$ cat src/hdl/wtd_pkg.sv
// ----------------------------------------------------------------------------
// Wheel telemetry deframer package
// Shared constants and the command and status types between the controller
// and the datapath.
// ----------------------------------------------------------------------------
package wtd_pkg;

    localparam logic [7:0] HDR_BYTE = 8'hAA;
    localparam logic [7:0] ERR_BYTE = 8'hFE;
    localparam logic [7:0] SUM_OK   = 8'hFF;

    localparam logic [2:0] LAST_INDEX = 3'd5;

    localparam logic [9:0]  SPEED_SCALE  = 10'd1000;
    localparam logic [20:0] PERIOD_LIMIT = 21'd30;

    localparam int DVD_W    = 26;
    localparam int DIV_CNT_W = 5;
    localparam logic [DIV_CNT_W-1:0] DIV_LAST = DIV_CNT_W'(DVD_W - 1);

    localparam int DATA_W = 96;

    localparam logic [1:0] STATUS_GOOD   = 2'd0;
    localparam logic [1:0] STATUS_CSUM   = 2'd1;
    localparam logic [1:0] STATUS_REMOTE = 2'd2;

    typedef struct packed {
        logic take_byte;
        logic mul;
        logic div_step;
        logic finish;
    } wtd_cmd_t;

    typedef struct packed {
        logic last_byte;
        logic compute_needed;
        logic div_last;
        logic out_valid;
    } wtd_stat_t;

endpackage

$ cat src/hdl/wheel_telemetry_deframer_unit.sv
// ----------------------------------------------------------------------------
// Wheel telemetry deframer
// Cuts received serial bytes into six-byte frames and reports position,
// period, position change, distance and speed for each good frame but the first.
//
// Channel   Direction  Transaction
// s_axis    in         one received byte, tdata[7:0]
// m_axis    out        one frame result, tdata 96 bits, tuser status
// cfg       in         distance per tick in micrometres, 16 bits
//
// Bytes are taken while s_axis_tready is high; results come only at a frame end.
// A good frame after priming holds s_axis_tready low after its final byte
// through one product state, 26 restoring divider steps and one load state.
// The result register lets the next frame's first five bytes enter while a
// result waits; the final byte waits until that result is taken.
// Reset clears sync, the byte counter, priming, the held speed and the result.
// ----------------------------------------------------------------------------
module wheel_telemetry_deframer_unit
(
    input  logic        clk,
    input  logic        rst_n,
    input  logic        cfg_wr_en,
    input  logic [15:0] cfg_wr_data,
    input  logic        s_axis_tvalid,
    output logic        s_axis_tready,
    // [7:0] rx_byte
    input  logic [7:0]  s_axis_tdata,
    output logic        m_axis_tvalid,
    input  logic        m_axis_tready,
    // [15:0] wheel_position, [31:16] wheel_period, [47:32] tick_delta,
    // [79:48] distance_um, [94:80] speed_mm_s, [95] motion_valid
    output logic [95:0] m_axis_tdata,
    // [1:0] status
    output logic [1:0]  m_axis_tuser
);

    wtd_pkg::wtd_cmd_t  cmd;
    wtd_pkg::wtd_stat_t stat;

    wtd_ctrl u_ctrl
    (
        .clk      (clk),
        .rst_n    (rst_n),
        .s_tvalid (s_axis_tvalid),
        .s_tready (s_axis_tready),
        .stat     (stat),
        .cmd      (cmd)
    );

    wtd_datapath u_datapath
    (
        .clk         (clk),
        .rst_n       (rst_n),
        .cfg_wr_en   (cfg_wr_en),
        .cfg_wr_data (cfg_wr_data),
        .rx_byte     (s_axis_tdata),
        .cmd         (cmd),
        .stat        (stat),
        .m_tvalid    (m_axis_tvalid),
        .m_tready    (m_axis_tready),
        .m_tdata     (m_axis_tdata),
        .m_tuser     (m_axis_tuser)
    );

endmodule

$ cat src/hdl/wtd_ctrl.sv
// ----------------------------------------------------------------------------
// Wheel telemetry deframer controller
// Sequences byte intake, the product cycle, the divider and the result load.
// ----------------------------------------------------------------------------
module wtd_ctrl
(
    input  logic              clk,
    input  logic              rst_n,
    input  logic              s_tvalid,
    output logic              s_tready,
    input  wtd_pkg::wtd_stat_t stat,
    output wtd_pkg::wtd_cmd_t  cmd
);

    typedef enum logic [3:0] {
        ST_RECV = 4'b0001,
        ST_MUL  = 4'b0010,
        ST_DIV  = 4'b0100,
        ST_DONE = 4'b1000
    } state_t;

    state_t state_reg;
    state_t state_next;
    logic   take;

    assign s_tready = (state_reg == ST_RECV) && !(stat.last_byte && stat.out_valid);
    assign take     = s_tvalid && s_tready;

    always_comb
    begin
        state_next   = state_reg;
        cmd          = '0;
        cmd.take_byte = take;
        unique case (state_reg)
            ST_RECV:
            begin
                if (take && stat.compute_needed)
                begin
                    state_next = ST_MUL;
                end
            end
            ST_MUL:
            begin
                cmd.mul    = 1'b1;
                state_next = ST_DIV;
            end
            ST_DIV:
            begin
                cmd.div_step = 1'b1;
                if (stat.div_last)
                begin
                    state_next = ST_DONE;
                end
            end
            ST_DONE:
            begin
                cmd.finish = 1'b1;
                state_next = ST_RECV;
            end
            default:
            begin
                state_next = ST_RECV;
            end
        endcase
    end

    always_ff @(posedge clk or negedge rst_n)
    begin
        if (!rst_n)
        begin
            state_reg <= ST_RECV;
        end
        else
        begin
            state_reg <= state_next;
        end
    end

`ifndef SYNTH
    a_div_to_done: assert property (@(posedge clk) disable iff (!rst_n)
        (state_reg == ST_DIV && stat.div_last) |=> (state_reg == ST_DONE))
        else $error("divider did not hand over to the result load");
    a_no_take_busy: assert property (@(posedge clk) disable iff (!rst_n)
        (state_reg != ST_RECV) |-> !cmd.take_byte)
        else $error("byte taken while a frame is being computed");
    a_done_free: assert property (@(posedge clk) disable iff (!rst_n)
        (state_reg == ST_DONE) |-> !stat.out_valid)
        else $error("result load would overwrite a pending result");
`endif

endmodule

$ cat src/hdl/wtd_datapath.sv
// ----------------------------------------------------------------------------
// Wheel telemetry deframer datapath
// Framing state, checksum, frame store, products, restoring divider and the
// result register.
// ----------------------------------------------------------------------------
module wtd_datapath
(
    input  logic                        clk,
    input  logic                        rst_n,
    input  logic                        cfg_wr_en,
    input  logic [15:0]                 cfg_wr_data,
    input  logic [7:0]                  rx_byte,
    input  wtd_pkg::wtd_cmd_t           cmd,
    output wtd_pkg::wtd_stat_t          stat,
    output logic                        m_tvalid,
    input  logic                        m_tready,
    output logic [wtd_pkg::DATA_W-1:0]  m_tdata,
    output logic [1:0]                  m_tuser
);

    logic [15:0] dist_reg;
    logic        synced_reg;
    logic [2:0]  idx_reg;
    logic [7:0]  sum_reg;
    logic        err_reg;
    logic [7:0]  fb_reg [4];
    logic [15:0] last_pos_reg;
    logic        primed_reg;
    logic [14:0] held_reg;

    logic [15:0] pos_reg;
    logic [15:0] per_reg;
    logic [15:0] delta_reg;
    logic [31:0] prod_reg;
    logic [wtd_pkg::DVD_W-1:0] dvd_reg;
    logic [15:0] rem_reg;
    logic [wtd_pkg::DIV_CNT_W-1:0] cnt_reg;

    logic                       out_valid_reg;
    logic [1:0]                 out_status_reg;
    logic [wtd_pkg::DATA_W-1:0] out_data_reg;

    logic [7:0]  sum_fin;
    logic [2:0]  idx_m1;
    logic [15:0] frame_pos;
    logic [15:0] frame_per;
    logic        sum_good;
    logic [16:0] rem_sh;
    logic        rem_ge;
    logic        fast_ok;
    logic [14:0] speed_next;

    assign sum_fin   = sum_reg + rx_byte;
    assign idx_m1    = idx_reg - 3'd1;
    assign frame_pos = {fb_reg[1], fb_reg[0]};
    assign frame_per = {fb_reg[3], fb_reg[2]};
    assign sum_good  = (sum_fin == wtd_pkg::SUM_OK);

    assign stat.last_byte      = synced_reg && (idx_reg == wtd_pkg::LAST_INDEX);
    assign stat.compute_needed = stat.last_byte && !err_reg && sum_good && primed_reg;
    assign stat.div_last       = (cnt_reg == wtd_pkg::DIV_LAST);
    assign stat.out_valid      = out_valid_reg;

    assign rem_sh  = {rem_reg, dvd_reg[wtd_pkg::DVD_W-1]};
    assign rem_ge  = (rem_sh >= {1'b0, per_reg});
    assign fast_ok = ({5'd0, per_reg} * wtd_pkg::PERIOD_LIMIT) > {5'd0, dist_reg};

    always_comb
    begin
        if (delta_reg == 16'd0)
        begin
            speed_next = 15'd0;
        end
        else if (fast_ok)
        begin
            speed_next = dvd_reg[14:0];
        end
        else
        begin
            speed_next = held_reg;
        end
    end

    always_ff @(posedge clk or negedge rst_n)
    begin
        if (!rst_n)
        begin
            dist_reg       <= 16'd0;
            synced_reg     <= 1'b0;
            idx_reg        <= 3'd0;
            sum_reg        <= 8'd0;
            err_reg        <= 1'b0;
            last_pos_reg   <= 16'd0;
            primed_reg     <= 1'b0;
            held_reg       <= 15'd0;
            out_valid_reg  <= 1'b0;
        end
        else
        begin
            if (cfg_wr_en)
            begin
                dist_reg <= cfg_wr_data;
            end
            if (out_valid_reg && m_tready)
            begin
                out_valid_reg <= 1'b0;
            end
            if (cmd.take_byte)
            begin
                if (!synced_reg)
                begin
                    if (rx_byte == wtd_pkg::HDR_BYTE)
                    begin
                        synced_reg <= 1'b1;
                        idx_reg    <= 3'd1;
                        sum_reg    <= wtd_pkg::HDR_BYTE;
                        err_reg    <= 1'b0;
                    end
                end
                else if (idx_reg == 3'd0)
                begin
                    err_reg <= (rx_byte == wtd_pkg::ERR_BYTE);
                    sum_reg <= rx_byte;
                    idx_reg <= 3'd1;
                end
                else if (idx_reg != wtd_pkg::LAST_INDEX)
                begin
                    sum_reg <= sum_fin;
                    idx_reg <= idx_reg + 3'd1;
                end
                else
                begin
                    sum_reg <= sum_fin;
                    idx_reg <= 3'd0;
                    if (err_reg)
                    begin
                        err_reg       <= 1'b0;
                        synced_reg    <= 1'b0;
                        out_valid_reg <= 1'b1;
                    end
                    else if (!sum_good)
                    begin
                        out_valid_reg <= 1'b1;
                    end
                    else
                    begin
                        primed_reg   <= 1'b1;
                        last_pos_reg <= frame_pos;
                    end
                end
            end
            if (cmd.finish)
            begin
                held_reg      <= speed_next;
                out_valid_reg <= 1'b1;
            end
        end
    end

    always_ff @(posedge clk)
    begin
        if (cmd.take_byte && synced_reg && idx_reg != 3'd0 &&
            idx_reg != wtd_pkg::LAST_INDEX)
        begin
            fb_reg[idx_m1[1:0]] <= rx_byte;
        end
        if (cmd.take_byte && stat.last_byte)
        begin
            pos_reg   <= frame_pos;
            per_reg   <= frame_per;
            delta_reg <= last_pos_reg - frame_pos;
            if (err_reg)
            begin
                out_status_reg <= wtd_pkg::STATUS_REMOTE;
                out_data_reg   <= '0;
            end
            else if (!sum_good)
            begin
                out_status_reg <= wtd_pkg::STATUS_CSUM;
                out_data_reg   <= '0;
            end
        end
        if (cmd.mul)
        begin
            prod_reg <= delta_reg * dist_reg;
            dvd_reg  <= wtd_pkg::DVD_W'(dist_reg * wtd_pkg::SPEED_SCALE);
            rem_reg  <= 16'd0;
            cnt_reg  <= '0;
        end
        if (cmd.div_step)
        begin
            if (rem_ge)
            begin
                rem_reg <= 16'(rem_sh - {1'b0, per_reg});
            end
            else
            begin
                rem_reg <= rem_sh[15:0];
            end
            dvd_reg <= {dvd_reg[wtd_pkg::DVD_W-2:0], rem_ge};
            cnt_reg <= cnt_reg + 1'b1;
        end
        if (cmd.finish)
        begin
            out_status_reg <= wtd_pkg::STATUS_GOOD;
            out_data_reg   <= {(dist_reg != 16'd0), speed_next, prod_reg,
                               delta_reg, per_reg, pos_reg};
        end
    end

    assign m_tvalid = out_valid_reg;
    assign m_tdata  = out_data_reg;
    assign m_tuser  = out_status_reg;

endmodule

$ cat config.mk
export PLATFORM = sky130hd
export DESIGN_NAME = wheel_telemetry_deframer_unit
export DESIGN_NICKNAME = d
export VERILOG_FILES = /design/src/hdl/wtd_pkg.sv /design/src/hdl/wheel_telemetry_deframer_unit.sv /design/src/hdl/wtd_ctrl.sv /design/src/hdl/wtd_datapath.sv
export SDC_FILE = /design/constraint.sdc
export NUM_CORES = 1
export LEC_CHECK = 0
export BUFFER_PORTS_ARGS = -buffer_cell sky130_fd_sc_hd__buf_2
export CORE_MARGIN = 1
export CORE_UTILIZATION = 60
export CTS_BUF_LIST = sky130_fd_sc_hd__clkbuf_8 sky130_fd_sc_hd__clkbuf_16
export DETAILED_ROUTE_END_ITERATION = 10
export HOLD_SLACK_MARGIN = 0.08
export PLACE_DENSITY = 0.78
export SYNTH_ARGS = -nofsm -noshare
export SYNTH_HDL_FRONTEND = slang
export SYNTH_SLANG_ARGS = --single-unit
$ cat constraint.sdc
create_clock -name clk -period 9.3 [get_ports clk]
set_input_delay 0 -clock clk [delete_from_list [all_inputs] [get_ports clk]]
set_output_delay 0 -clock clk [all_outputs]
set_load 0.005 [all_outputs]
==> metrics.txt <==
residual DRC count=0; hpwl dp=44940 microns; skew final=0.04871 ns; Critical Path RT=9.62 ns; post-synthesis simple-gate area fraction=0.1384; clk_lat worst skew=0.59 ns; first-pass GRT wire length=98400 microns; Worst Path Max Fanout=23; unrepaired setup endpoints after global routing=no; most used cell, CP=fa_1; Main synth FF type=edfxtp_1; Avg Inst Size Synth=10.80 sq um; DR vias=18710; Rows=76; max-slew violations=0; largest area contributor in the netlist=edfxtp_1; Seq cells post-synth=323; post-route setup TNS=0 ns; Tmin final=6.974 ns; crit end category=register; Worst path max stage delay=1.00 ns; hold crit path type=input port to async pin; post-synthesis sequential area ratio=0.3504; Cells after DPL=3118; first-pass iteration count of the detailed router=5; clk buf depth=3; outcome=finished, final reports clean; VDD IR max=0.3470 mV; max FFs per register=96; CTS buffer count=36; post-synthesis mux area share=0.01585; Post-DRT Antenna Nets=0; final wirelength=61230 microns; Initial Util=0.6140; total grt overflow=0; initial antenna violation count=1; layout cells sized above 1=0.09327; Post-Synth XOR/XNOR Area=0.02692; # IOs=129; TritonCTS clock tree=yes; syn nets=3022; number of global-route vias before repair=19070; Die ar.=45320 sq um; Tot GR Track Use=0.2808; cell area after synthesis=26680 sq um; Worst EP arrival=7.30 ns; met2 Track Usage GR=0.4628; gr busiest metal=met2; PwrDens=265.7 nW/um^2; Finished Core Util=0.6809; Startpoint Class=register; WP buf/inv=3; Min Hold Slack=0.1561 ns; Final Setup Violations=0; Compound-Gate Fraction of Synth Area=0.08159; Worst Max-Slew Pin Slew=1.245 ns; Hold Fails Final Rpt=0; ys async rst share=0.2043; fin cells=3246; DR iter-0 viols=1492; gpl congestion=0.9476; leakage power=13.66 nW; Core Box Area=43460 sq um; pin count of the biggest net entering global routing=63; postcts setup bufs=0; max-cap check violation count=0; Synth area leaders=edfxtp_1, fa_1, ha_1, dfrtp_1, inv_1; Post-synth EDFFs=255; Syn. warnings=0; most frequent cell after synthesis=inv_1; top cell type's share of synthesized area=0.2870; PortBufs=128; CP Cell Sequence=nand2_1, fa_1, inv_1, fa_1, fa_1, fa_1, fa_1, inv_1, fa_1, inv_1, ha_1, and3_1, a221o_1, a21oi_1, nand3b_1, a31oi_1, o21ai_0, a2111oi_0, nor3b_1; delay-heaviest family, CP=adder cells; DR WL/cell=18.86 microns; vias per cell=5.765; die width=212.9 microns; largest family of logic cells by synthesized area=adder cells; clock root buffer=clkbuf_16; CTS sink count=323; Final period util=0.7499; Reg clk slew, reported paths=0.07 ns; Slew HR=0.1638; Yosys cell types=81; Mapped Cells=2470; Adder-Cell Fraction of Synth Area=0.3240; die span in y=212.9 microns; Max Clock Freq=143.4 MHz; crit path kind=register to register; H-tree depth=2; Syn-to-layout area delta=10.89%; layout net count=3183; Pwr Total=0.007862 W; slowest cell on the critical path=dfrtp_1; GR met3 Demand/Resource=0.04339; list of most frequent post-synthesis cells=inv_1, nand2_1, fa_1; met1 Resource Use GR=0.3721; Worst R2R Setup Slack=2.33 ns
==> path summary, 6_finish.rpt <==
path / startpoint / to / cells after the start
max: u_datapath.dist_reg[12] / u_datapath.prod_reg[31] / 19
min: rst_n / u_datapath.dist_reg[12] / 3
max reg2reg: u_datapath.dist_reg[12] / u_datapath.prod_reg[31] / 19
min reg2reg: u_datapath.fb_reg[2][5] / u_datapath.per_reg[5] / 0
max in group asynchronous: rst_n / u_datapath.sum_reg[0] / 3
min in group clk: m_axis_tready / u_datapath.m_tvalid / 4
==> worst min-delay path: stages <==
cell and delay [ns]:
dlygate4sd3_1 0.52, buf_2 0.11, buf_4 0.61
==> metrics by stage <==
stage | worst slack [ns] | cell area [sq um]
2_1_floorplan | 2.910 | 26680
3_3_place_gp | 2.597 | 27830
3_5_place_dp | 2.400 | 27830
4_1_cts | 2.388 | 29580
5_1_grt | 2.017 | 29580
6_report | 2.326 | 29590
==> power by group <==
part           switching [W]  internal [W]  total [W]
Clock               0.000618      0.000785    0.00140
Combinational        0.00259       0.00199    0.00457
Sequential         0.0000777       0.00181    0.00189
==> cell type report <==
cell class	instances	area (sq um)
Clock buffer	37	914.6
Timing Repair Buffer	203	1354
Tap cell	585	732.0
Antenna cell	2	5.005
Clock inverter	29	242.7
Sequential cell	323	9350
Fill cell	3202	13870
Inverter	345	1295
Multi-Input combinational cell	1722	15700
==> cell usage in the layout, fill, tap and decap left out, types with 5 or more instances in the layout <==
master	count
inv_1	350
nand2_1	294
fa_1	280
edfxtp_1	255
ha_1	243
and2_1	182
buf_2	128
nor2_1	87
o21ai_0	81
a21oi_1	76
dfrtp_1	65
dlygate4sd3_1	60
xnor2_1	59
a21o_1	41
nand3_1	39
clkbuf_16	36
nor3_1	32
xor2_1	23
mux2i_1	22
mux2_2	18
nand4_1	17
a31oi_1	16
nand2b_1	15
buf_4	15
o31ai_1	14
o21a_1	12
a211oi_1	12
nor2b_1	11
o21bai_1	11
and3_1	10
or3_1	9
nor4_1	8
o211ai_1	6
nor3b_1	6
clkinv_2	6
or2_2	5
a311oi_1	5
nand3b_1	5
a31o_2	5
==> routing by layer <==
metal	wire, microns	part of all wire
met5	0	0
met4	2229	0.036
met3	4370	0.071
met2	29710	0.49
met1	24930	0.41
==> repair_timing <==
item | 4_1_cts | 5_1_grt
hold buffers | 60 | 0
resized for setup | 0 | 0
hold endpoints to repair | 133 | 0
==> kinds of logic (layout without fill, tap and decap cells) <==
group,count (synthesis),after routing
mux,40,40
flops,323,323
xor+xnor,82,82
buf+inv,425,614
compound gates,333,333
other cells,0,2
simple gates,744,744
fa+ha+maj,523,523
Power figures use the tool's default switching activity.
